$ cat config.mk
export PLATFORM = sky130hd
export DESIGN_NAME = piece_sha1_hasher
export DESIGN_NICKNAME = d
export VERILOG_FILES = /design/src/hw/rtl/psh_pkg.sv /design/src/hw/rtl/psh_core.sv /design/src/hw/rtl/piece_sha1_hasher.sv
export SDC_FILE = /design/constraint.sdc
export NUM_CORES = 2
export LEC_CHECK = 0
export ABC_AREA = 0
export BUFFER_PORTS_ARGS = -buffer_cell sky130_fd_sc_hd__buf_2
export CAP_MARGIN = 40
export CELL_PAD_IN_SITES_DETAIL_PLACEMENT = 0
export CELL_PAD_IN_SITES_GLOBAL_PLACEMENT = 2
export CORE_MARGIN = 2
export CORE_UTILIZATION = 44
export DETAILED_ROUTE_END_ITERATION = 12
export GPL_ROUTABILITY_DRIVEN = 0
export PLACE_DENSITY = 0.87
export SKIP_CTS_REPAIR_TIMING = 1
export SLEW_MARGIN = 30
export SYNTH_ARGS = -nofsm -noshare
export SYNTH_HDL_FRONTEND = slang
export SYNTH_SLANG_ARGS = --single-unit
export TNS_END_PERCENT = 5
$ cat constraint.sdc
create_clock -name clock -period 24.7 [get_ports clock]
set_clock_uncertainty 0.15 [all_clocks]
set_input_delay 2.47 -clock clock [delete_from_list [all_inputs] [get_ports clock]]
set_output_delay 2.47 -clock clock [all_outputs]
set_load 0.005 [all_outputs]
$ cat src/hw/rtl/psh_pkg.sv
// Package with types, constants and round functions of the piece SHA-1 hasher.
`default_nettype none
package psh_pkg;
   localparam int PIECE_INDEX_BITS_DEFAULT = 26;
   localparam int SIZE_BITS = 28;
   localparam logic [SIZE_BITS-1:0] PIECE_SIZE_RESET = 28'd262144;
   localparam logic [159:0] SHA_IV =
      160'h67452301_EFCDAB89_98BADCFE_10325476_C3D2E1F0;

   typedef enum logic [2:0] {
      ST_IDLE, ST_LOAD, ST_ROUND, ST_ADD, ST_PAD, ST_EMIT
   } state_type;

   typedef struct packed {
      logic start;
   } comp_ctrl_type;

   function automatic logic [31:0] rotl5(input logic [31:0] x);
      rotl5 = {x[26:0], x[31:27]};
   endfunction

   function automatic logic [31:0] round_f(input logic [6:0] r,
                                           input logic [31:0] b,
                                           input logic [31:0] c,
                                           input logic [31:0] d);
      if (r < 7'd20) round_f = (b & c) | (~b & d);
      else if (r < 7'd40) round_f = b ^ c ^ d;
      else if (r < 7'd60) round_f = (b & c) | (b & d) | (c & d);
      else round_f = b ^ c ^ d;
   endfunction

   function automatic logic [31:0] round_k(input logic [6:0] r);
      if (r < 7'd20) round_k = 32'h5A827999;
      else if (r < 7'd40) round_k = 32'h6ED9EBA1;
      else if (r < 7'd60) round_k = 32'h8F1BBCDC;
      else round_k = 32'hCA62C1D6;
   endfunction
endpackage
`default_nettype wire

$ cat src/hw/rtl/psh_core.sv
// Iterative SHA-1 compression unit, one round per cycle over a 16-word schedule.
`default_nettype none
module psh_core (
   input  wire logic                clock,
   input  wire logic                reset,
   input  wire psh_pkg::comp_ctrl_type ctrl,
   input  wire logic [511:0]        block,
   input  wire logic [159:0]        chain_in,
   output logic [159:0]             chain_out,
   output logic                     done
);
   import psh_pkg::*;
   logic [31:0] w_ff [16];
   logic [31:0] a_ff, b_ff, c_ff, d_ff, e_ff;
   logic [6:0]  round_ff;
   logic        run_ff;
   logic [31:0] wnew, wcur, t;
   logic [159:0] out_ff;
   logic        done_ff;

   assign wcur = w_ff[0];
   always_comb begin
      wnew = w_ff[13] ^ w_ff[8] ^ w_ff[2] ^ w_ff[0];
      wnew = {wnew[30:0], wnew[31]};
      t = rotl5(a_ff) + round_f(round_ff, b_ff, c_ff, d_ff) + e_ff
          + round_k(round_ff) + wcur;
   end

   always_ff @(posedge clock) begin
      if (reset) begin
         run_ff <= 1'b0;
         done_ff <= 1'b0;
         round_ff <= '0;
      end else begin
         done_ff <= 1'b0;
         if (ctrl.start) begin
            run_ff <= 1'b1;
            round_ff <= '0;
         end else if (run_ff) begin
            if (round_ff == 7'd79) begin
               run_ff <= 1'b0;
               done_ff <= 1'b1;
            end
            round_ff <= round_ff + 7'd1;
         end
      end
      if (ctrl.start) begin
         for (int i = 0; i < 16; i++) w_ff[i] <= block[511-32*i -: 32];
         {a_ff, b_ff, c_ff, d_ff, e_ff} <= chain_in;
      end else if (run_ff) begin
         for (int i = 0; i < 15; i++) w_ff[i] <= w_ff[i+1];
         w_ff[15] <= wnew;
         e_ff <= d_ff; d_ff <= c_ff; c_ff <= {b_ff[1:0], b_ff[31:2]};
         b_ff <= a_ff; a_ff <= t;
         if (round_ff == 7'd79)
            out_ff <= {chain_in[159:128] + t, chain_in[127:96] + a_ff,
                       chain_in[95:64] + {b_ff[1:0], b_ff[31:2]},
                       chain_in[63:32] + c_ff, chain_in[31:0] + d_ff};
      end
   end
   assign chain_out = out_ff;
   assign done = done_ff;
endmodule
`default_nettype wire

$ cat src/hw/rtl/piece_sha1_hasher.sv
// Top level of the piece SHA-1 hasher: byte intake, padding sequencer and digest output.
// A byte that completes a 64-byte block holds off further bytes while the round unit
// runs its 80 rounds; other bytes leave the input ready for the next byte.
// A piece end pads the last block and may add one more padding block, then five output words.
// The single round unit bounds the input rate: bytes are held off while a block is compressed.
// Reset is synchronous and active high; it restores the initial hash and counters.
`default_nettype none
module piece_sha1_hasher #(
   parameter int PIECE_INDEX_BITS = psh_pkg::PIECE_INDEX_BITS_DEFAULT
) (
   input  wire logic        clock,
   input  wire logic        reset,
   input  wire logic        csr_we,
   input  wire logic [27:0] csr_wdata,
   input  wire logic        req_tvalid,
   output logic             req_tready,
   input  wire logic [7:0]  req_tdata,   // data_byte
   input  wire logic        req_tlast,   // end_of_stream
   output logic             rsp_tvalid,
   input  wire logic        rsp_tready,
   output logic [63:0]      rsp_tdata,   // digest_word, word_index, piece_index, pad
   output logic             rsp_tlast    // last_word
);
   import psh_pkg::*;
   state_type state_ff, state_in;
   logic [SIZE_BITS-1:0] size_ff, fill_ff;
   logic [511:0] blk_ff;
   logic [5:0]   bfill_ff;
   logic [159:0] chain_ff, chain_out;
   logic [PIECE_INDEX_BITS-1:0] count_ff, pidx_ff;
   logic [SIZE_BITS:0] len_ff;
   logic [2:0] widx_ff;
   logic mark_ff, fin_ff, padlen_ff, core_done;
   logic [159:0] dig_ff;
   comp_ctrl_type cc;
   logic [SIZE_BITS:0] limit, nfill;
   logic acc;

   assign limit = (size_ff == '0) ? {1'b1, {SIZE_BITS{1'b0}}} : {1'b0, size_ff};
   assign nfill = {1'b0, fill_ff} + 1'b1;
   assign acc = req_tvalid && req_tready;

   psh_core u_core (.clock, .reset, .ctrl(cc), .block(blk_ff), .chain_in(chain_ff),
                    .chain_out, .done(core_done));

   always_comb begin
      state_in = state_ff;
      case (state_ff)
         ST_IDLE: if (acc && (bfill_ff == 6'd63 || nfill >= limit || req_tlast))
            state_in = ST_LOAD;
         ST_LOAD: state_in = (bfill_ff == 6'd0 && !fin_ff) ? ST_ROUND :
                             (bfill_ff == 6'd0 && padlen_ff) ? ST_ROUND :
                             (bfill_ff == 6'd0) ? ST_ROUND : ST_PAD;
         ST_ROUND: if (core_done) state_in = ST_ADD;
         ST_ADD: state_in = !fin_ff ? ST_IDLE : (padlen_ff ? ST_EMIT : ST_PAD);
         ST_PAD: state_in = ST_LOAD;
         ST_EMIT: if (rsp_tready && widx_ff == 3'd4) state_in = ST_IDLE;
         default: state_in = ST_IDLE;
      endcase
   end

   always_comb begin
      req_tready = (state_ff == ST_IDLE);
      cc.start = (state_ff == ST_LOAD) && (bfill_ff == 6'd0);
      rsp_tvalid = (state_ff == ST_EMIT);
      rsp_tlast = (widx_ff == 3'd4);
      rsp_tdata = '0;
      rsp_tdata[31:0] = dig_ff[159 - 32*widx_ff -: 32];
      rsp_tdata[34:32] = widx_ff;
      rsp_tdata[35 +: 26] = 26'(pidx_ff);
   end

   always_ff @(posedge clock) begin
      if (reset) begin
         state_ff <= ST_IDLE;
         size_ff <= PIECE_SIZE_RESET;
         fill_ff <= '0; bfill_ff <= '0; count_ff <= '0;
         chain_ff <= SHA_IV; fin_ff <= 1'b0; padlen_ff <= 1'b0; widx_ff <= '0;
         mark_ff <= 1'b0;
      end else begin
         state_ff <= state_in;
         if (csr_we) size_ff <= csr_wdata;
         case (state_ff)
            ST_IDLE: if (acc) begin
               blk_ff[511 - 8*bfill_ff -: 8] <= req_tdata;
               bfill_ff <= bfill_ff + 6'd1;
               if (nfill >= limit || req_tlast) begin
                  fin_ff <= 1'b1; padlen_ff <= 1'b0;
                  len_ff <= nfill; fill_ff <= '0;
                  pidx_ff <= count_ff;
                  count_ff <= req_tlast ? '0 : count_ff + 1'b1;
               end else fill_ff <= nfill[SIZE_BITS-1:0];
            end
            ST_LOAD: if (bfill_ff != 6'd0 && fin_ff && !padlen_ff) begin
               blk_ff[511 - 8*bfill_ff -: 8] <= 8'h80;
               mark_ff <= 1'b1;
            end
            ST_PAD: begin
               // Zero the rest of the block after the marker; add the length if it fits.
               for (int i = 0; i < 64; i++)
                  if (i[5:0] > bfill_ff && (i < 56 || bfill_ff >= 6'd56))
                     blk_ff[511-8*i -: 8] <= 8'h00;
               if (bfill_ff < 6'd56) begin
                  blk_ff[63:0] <= {32'd0, len_ff, 3'b000};
                  padlen_ff <= 1'b1;
               end
               bfill_ff <= 6'd0;
            end
            ST_ADD: begin
               if (fin_ff && padlen_ff) begin
                  dig_ff <= chain_out; chain_ff <= SHA_IV; widx_ff <= '0;
                  mark_ff <= 1'b0;
               end else begin
                  chain_ff <= chain_out;
                  if (fin_ff) begin
                     // A second block of zeros and length, led by the marker when the
                     // piece ended exactly on a block boundary.
                     bfill_ff <= 6'd0;
                     blk_ff <= mark_ff ? '0 : {8'h80, 504'd0};
                  end
               end
            end
            ST_EMIT: if (rsp_tready) begin
               widx_ff <= widx_ff + 3'd1;
               if (widx_ff == 3'd4) begin fin_ff <= 1'b0; padlen_ff <= 1'b0; end
            end
            default: ;
         endcase
      end
   end
endmodule
`default_nettype wire

# [Word-level counts from Yosys, hierarchy flattened]
# Memory sizes are Yosys's and may differ from the RTL's.
# Index checks and enable logic that the tools add are counted.
[op_classes] add_sub_neg=17 n_eq_ne=84 magnitude_cmp=70 n_reduce_logical=110 muxes=146 shift=4 bitwise=32
[ops] operator="2-to-1 mux 512 bit" n=5
[ops] operator="case mux 512 bit (4 select lines)" n=1
[ops] operator="bitwise mux 512 bit" n=2
[ops] operator="2-to-1 mux 32 bit" n=31
[ops] operator="variable shift 8 x 34 -> 519 bit, first input constant" n=1
[ops] operator="indexed part select 8 x 34 -> 519 bit" n=1
[ops] operator="indexed part select 8 x 34 -> 519 bit, first input constant" n=1
[ops] operator="2-to-1 mux 8 bit" n=64
[ops] operator="AND reduction 7 bit" n=64
[ops] operator="adder 32 bit" n=9
[ops] operator="> comparator 6 bit, first input constant" n=32
[ops] operator="indexed part select 191 x 33 -> 32 bit" n=1
[ops] operator="2-to-1 mux 160 bit" n=1
[ops] operator="bitwise XOR 32 bit" n=5
[ops] operator="bitwise AND 32 bit" n=4
[ops] operator="inequality test 2 bit, second input constant" n=60
[ops] operator="> comparator 5 x 6 -> 1 bit, first input constant" n=16
[ops] operator="OR 32 bit" n=3
[ops] operator="2-to-1 mux 64 bit" n=1
[ops] operator="> comparator 4 x 6 -> 1 bit, first input constant" n=8
[ops] operator="negator 32 -> 34 bit" n=1
[ops] operator="inverter 32 bit" n=1
[ops] operator="2-to-1 mux 31 bit" n=1
[ops] operator="adder 28 x 1 -> 29 bit, second input constant" n=1
[ops] operator="other kinds (51)" n=149
[word_totals] ram_bits=512 mem_count=1 out_inout_bits=67 word_cells=550 input_bits=42 regBits=1313
[mem_list] memory="u_core.w_ff" depth=16 word_bits=32 rd=16 rd_ports_with_merged_regs=0 write_ports=16 line_no="psh_core.sv:13" text="logic [31:0] w_ff [16];"

# [Longest topological paths before layout]
[logic_depth] word_depth=12 mapped_depth=34 mapped_depth_nobuf=32

# [Cells and area by module]
# A second synthesis with hierarchy kept.
[unflattened] cells_unflattened=7332 area_unflattened_um2=90234.0
[by_module_without_submodules] mod="psh_core" instances=1 area_per_inst_um2=47050.1 cells_per_inst=3471 seq_area_each_um2=25164.1
[by_module_without_submodules] mod="piece_sha1_hasher" instances=1 area_per_inst_um2=43183.9 cells_per_inst=3861 seq_area_each_um2=26975.9

# [Least setup slack after synthesis]
# OpenSTA, ideal clock, no wires.
[synth_path] kind="register -> register" start="register bfill_ff[1]" end="register u_core.a_ff[0] (enable)" required_ns=23.387 synth_period_minus_slack_ns=17.973 arrival_time_ns=16.660 path_stages_with_launch=9 path_slack_ns=6.727 setup_ns=1.163 path_buffers=2 path_cell_list="dfxtp_1 > clkbuf_1 > inv_2 > ha_1 > nand2_1 > nor2_1 > nand2_1 > clkbuf_1 > nand2b_1"
[synth_between] elab_chain_cells=3
[synth_rtl] item="start, declared" line_no="piece_sha1_hasher.sv:28" text="logic [5:0] bfill_ff;"
[synth_rtl] item="start signal, assigned" line_no="piece_sha1_hasher.sv:86" text="bfill_ff <= bfill_ff + 6'd1;"
[synth_rtl] item="zero test 6 bit" line_no="piece_sha1_hasher.sv:64" text="cc.start = (state_ff == ST_LOAD) && (bfill_ff == 6'd0);"
[synth_rtl] item="logical AND 1 bit" line_no="piece_sha1_hasher.sv:64"
[synth_rtl] item="nonzero test 2 bit (no source line)"
[synth_rtl] item="end signal, assigned" line_no="psh_core.sv:49" text="{a_ff, b_ff, c_ff, d_ff, e_ff} <= chain_in;"
[synth_rtl] item="end, declared" line_no="psh_core.sv:14" text="logic [31:0] a_ff, b_ff, c_ff, d_ff, e_ff;"
# Every way passes these cells.
# A chain may end at the register's enable or synchronous reset.

# [Worst setup path in the final report]
[layout_path] start="register u_core.round_ff[3]" end="register u_core.out_ff[158], in the netlist u_core.chain_out[158], data pin"
[layout_between] elab_chain_cells=9 word_cells_on_any_way=14 classes_between="add/sub (5); order compare (3); mux (6)"
[layout_rtl] item="start, declared" line_no="psh_core.sv:15" text="logic [6:0] round_ff;"
[layout_rtl] item="start signal, assigned" line_no="psh_core.sv:44" text="round_ff <= round_ff + 7'd1;"
[layout_rtl] item="< comparator 7 x 6 -> 1 bit" line_no="psh_pkg.sv:28, psh_pkg.sv:35"
[layout_rtl] item="2-to-1 mux 32 bit" line_no="psh_pkg.sv:28" text="else if (r < 7'd60) round_f = (b & c) | (b & d) | (c & d);"
[layout_rtl] item="2-to-1 mux 32 bit" line_no="psh_pkg.sv:27" text="else if (r < 7'd40) round_f = b ^ c ^ d;"
[layout_rtl] item="2-to-1 mux 32 bit" line_no="psh_pkg.sv:26" text="if (r < 7'd20) round_f = (b & c) | (~b & d);"
[layout_rtl] item="adder 32 bit (2 in a row)" line_no="psh_core.sv:25" text="t = rotl5(a_ff) + round_f(round_ff, b_ff, c_ff, d_ff) + e_ff"
[layout_rtl] item="adder 32 bit (*) (2 in a row)" line_no="psh_core.sv:26" text="+ round_k(round_ff) + wcur;"
[layout_rtl] item="adder 32 bit (*)" line_no="psh_core.sv:56" text="out_ff <= {chain_in[159:128] + t, chain_in[127:96] + a_ff,"
[layout_rtl] item="end signal, assigned" line_no="psh_core.sv:56"
[layout_rtl] item="end, declared" line_no="psh_core.sv:18" text="logic [159:0] out_ff;"
# Mark *: on every way between the ends. The rest lies on a longest branch, timed or not.

==> summary.md <==
| Metric | Value |
|---|---|
| Register area share after synthesis | 0.580 |
| Grt ovf | 0 |
| Filler cells | between 15,000 and 20,000 |
| Via count | approximately 65,000 |
| Vias per cell | 5.99 |
| DIE HEIGHT | between 400 and 500 um |
| Worst R2R End | u_core.chain_out[158] |
| Largest net degree at the start of global routing | between 150 and 200 |
| Initial antenna violation count | 7 |
| Max-slew headroom | 0.325 |
| Fraction of registers with async set/reset | 0 |
| Final Hold Vio Count | 0 |
| Post-Syn Area | around 90,000 sq um |
| Post-synth top flop | edfxtp_1 |
| Drc violations | 0 |
| Arr. time, crit path | 9.27 ns |
| Worst-path fanout max | 35 |
| Clk sinks | 1,825 |
| Tmin final | 8.83 ns |
| Layout cells sized above 1 | 0.128 |
| DRT iter0 DRCs | around 7,400 |
| Mux share of post-synthesis cell area | 0.0532 |
| Die ar. | a little over 200,000 sq um |
| CTS HTree Levels | 4 |
| Final Core Density | 0.498 |
| Synth Area in Simple Gates | 0.135 |
| Cell count after synthesis | between 7,000 and 8,000 |
| Row cnt | around 170 |
| Main combinational cell family by area after synthesis | simple AND/OR/NAND/NOR gates |
| Max clock buf depth | 3 |
| Post-synth cell types | 100 |
| Syn Area/Cell | about 11 sq um |
| Hold WC Path Type | reg2reg |
| Vias in the first global route | 63,100 |
| Antenna viol nets, final | 0 |
| Most frequent cells in the layout | edfxtp_1, nand2_1, nor2_1 |
| Number of synthesized flops with an enable pin | ~1,600 |
| Max_cap viols | 0 |
| Adder-cell share of the synthesized area | 0.0645 |
| Die width | about 460 um |
| Xor-xnor portion of the synthesized cell area | 0.0289 |
| RSZ-0062 raised after global routing | no |
| Startpoint types | flip-flop |
| Min-Delay Endpoint | dig_ff[42] |
| Final Max Slew Viols | 0 |
| Register Area | between 50,000 and 60,000 sq um |
| Multi-input logic area | ~35,000 sq um |
| Setup TNS | 0 ns |
| CP max stage cell | fa_1 |
| Fmax | 0.113 GHz |
| DR WL/cell | between 20 and 30 um |
| I/O pins | approximately 110 |
| CTS clk-pin slew, worst paths | around 0.070 ns |
| Yosys top cell by area | edfxtp_1 |
| Gr usage total | 0.272 |
| Status | finished clean |
| Final nets | 8,422 |
| Cells taking the most area after synthesis | edfxtp_1, nand2_1, dfxtp_1 |
| CTS tree | built |
| Worst skew pair latency | just under 0.9 ns |
| Root Buffer | clkbuf_16 |
| Final setup vio count | 0 |
| Initial Utilization | 0.444 |
| Setup CP Type | reg2reg |
| CP Capture Type | flip-flop |
| Synth top area share | 0.521 |
| Core Region | approximately 200,000 sq um |
| Worst hold stages | 0 |
| Hold path start | u_core.chain_out[42] |
| Final WL | about 290 mm |
| Crit share post-route | 0.358 |
| Reg2reg start | u_core.round_ff[3] |
| Compound-Gate Fraction of Synth Area | 0.111 |
| Slew at the pin closest to its max-slew limit | 1.01 ns |
| Buffers on Ports | between 100 and 150 |
| DPL Wire Length | around 200 mm |
| #FFs+latches synth | between 1,500 and 2,000 |
| Pre-antenna DRT Iters | 6 |
| Global-route wire length before repair | about 420 mm |
| Max incr delay on CP | approximately 0.52 ns |
| Layout area overhead | 12.2% |
| R2R depth | 31 |
| Worst EP required | approximately 25 ns |
| Hold WS | ~0.27 ns |
| Commonest non-fill, non-tap cell in the layout | edfxtp_1 |
| Syn. warnings | 0 |
| Flop-to-flop setup slack | ~16 ns |
| TritonCTS buffer count | a little under 200 |
## critical path, delay by kind of cell (launching register included)
family,cells,cell delay [ns]
buffers and inverters,3,0.60
DFF,1,0.45
xor gates and xnor gates,2,0.31
and+or+nand+nor,6,1.27
adders and majority gates,5,2.33
AOI/OAI and AO/OA,15,3.45
## how the worst max path moves through the flow
| stage | from | end | slack, ns | cells after the start |
|---|---|---|---|---|
| 2_1_floorplan | bfill_ff[1] | u_core.a_ff[0] | 6.73 | 8 |
| 3_3_place_gp | u_core.round_ff[3] | u_core.chain_out[158] | 16.18 | 31 |
| 3_5_place_dp | u_core.round_ff[3] | u_core.chain_out[158] | 16.06 | 31 |
| 4_1_cts | u_core.round_ff[3] | u_core.chain_out[158] | 16.00 | 31 |
| 5_1_grt | u_core.round_ff[3] | u_core.chain_out[158] | 15.44 | 31 |
| 6_report | u_core.round_ff[3] | u_core.chain_out[158] | 15.87 | 31 |
## metrics by stage
step / worst slack (ns) / std cells / area, sq um
detailed placement: 16.06 / 10400 / 93900
finish: 15.87 / 10800 / 101000
global route: 15.44 / 10800 / 101000
floorplan: 6.73 / 7888 / 89800
global placement: 16.18 / 10400 / 93400
CTS: 16.00 / 10800 / 100000
## cell families (layout without fill, tap and decap cells)
group,after synthesis,count (layout)
AND/OR/NAND/NOR,2839,2839
flip-flops,1825,1825
AO/OA/AOI/OAI,1511,1511
adder cells (fa/ha/maj),389,389
other,1,5
XOR/XNOR,296,296
buffers and inverters,629,899
multiplexers,396,396
## layout make-up
type | instances | area share
Timing Repair Buffer | 298 | 0.0238
Multi-Input combinational cell | 5434 | 0.352
Inverter | 237 | 0.00885
Antenna cell | 2 | 0.0000496
Tap cell | 2672 | 0.0332
Clock buffer | 253 | 0.0526
Clock inverter | 111 | 0.0125
Sequential cell | 1825 | 0.517
## cell usage after synthesis (all sizes together) (15+ instances only)
cell type     n
edfxtp     1559
nand2      1443
nor2        614
o21ai       468
clkbuf      342
mux2        330
a21oi       326
nand3       315
dfxtp       266
ha          265
inv         236
xnor2       228
a22o        179
nor3        165
fa          124
a21o         76
xor2         68
nor2b        58
a211oi       56
buf          50
and3         44
a22oi        43
o21a         40
o31ai        39
a32o         38
nand4        38
nand2b       36
mux2i        34
o22ai        33
mux4         32
o21bai       32
a31oi        29
or4          25
or3          23
and2         19
o211ai       19
a221o        18
and4         15
## layer usage
metal,share of wire,GRT usage,routed length (um),up-vias
met3,0.080,0.0443,23100,600
li1,-,-,-,28900
met1,0.41,0.372,119000,32300
met5,0.000045,0,13,-
met4,0.051,0.128,14700,2
met2,0.46,0.423,132000,3006
Power is left out: the tool's default activity adds up to more than one toggle a clock period on the data nets, which glitch-free logic cannot reach.
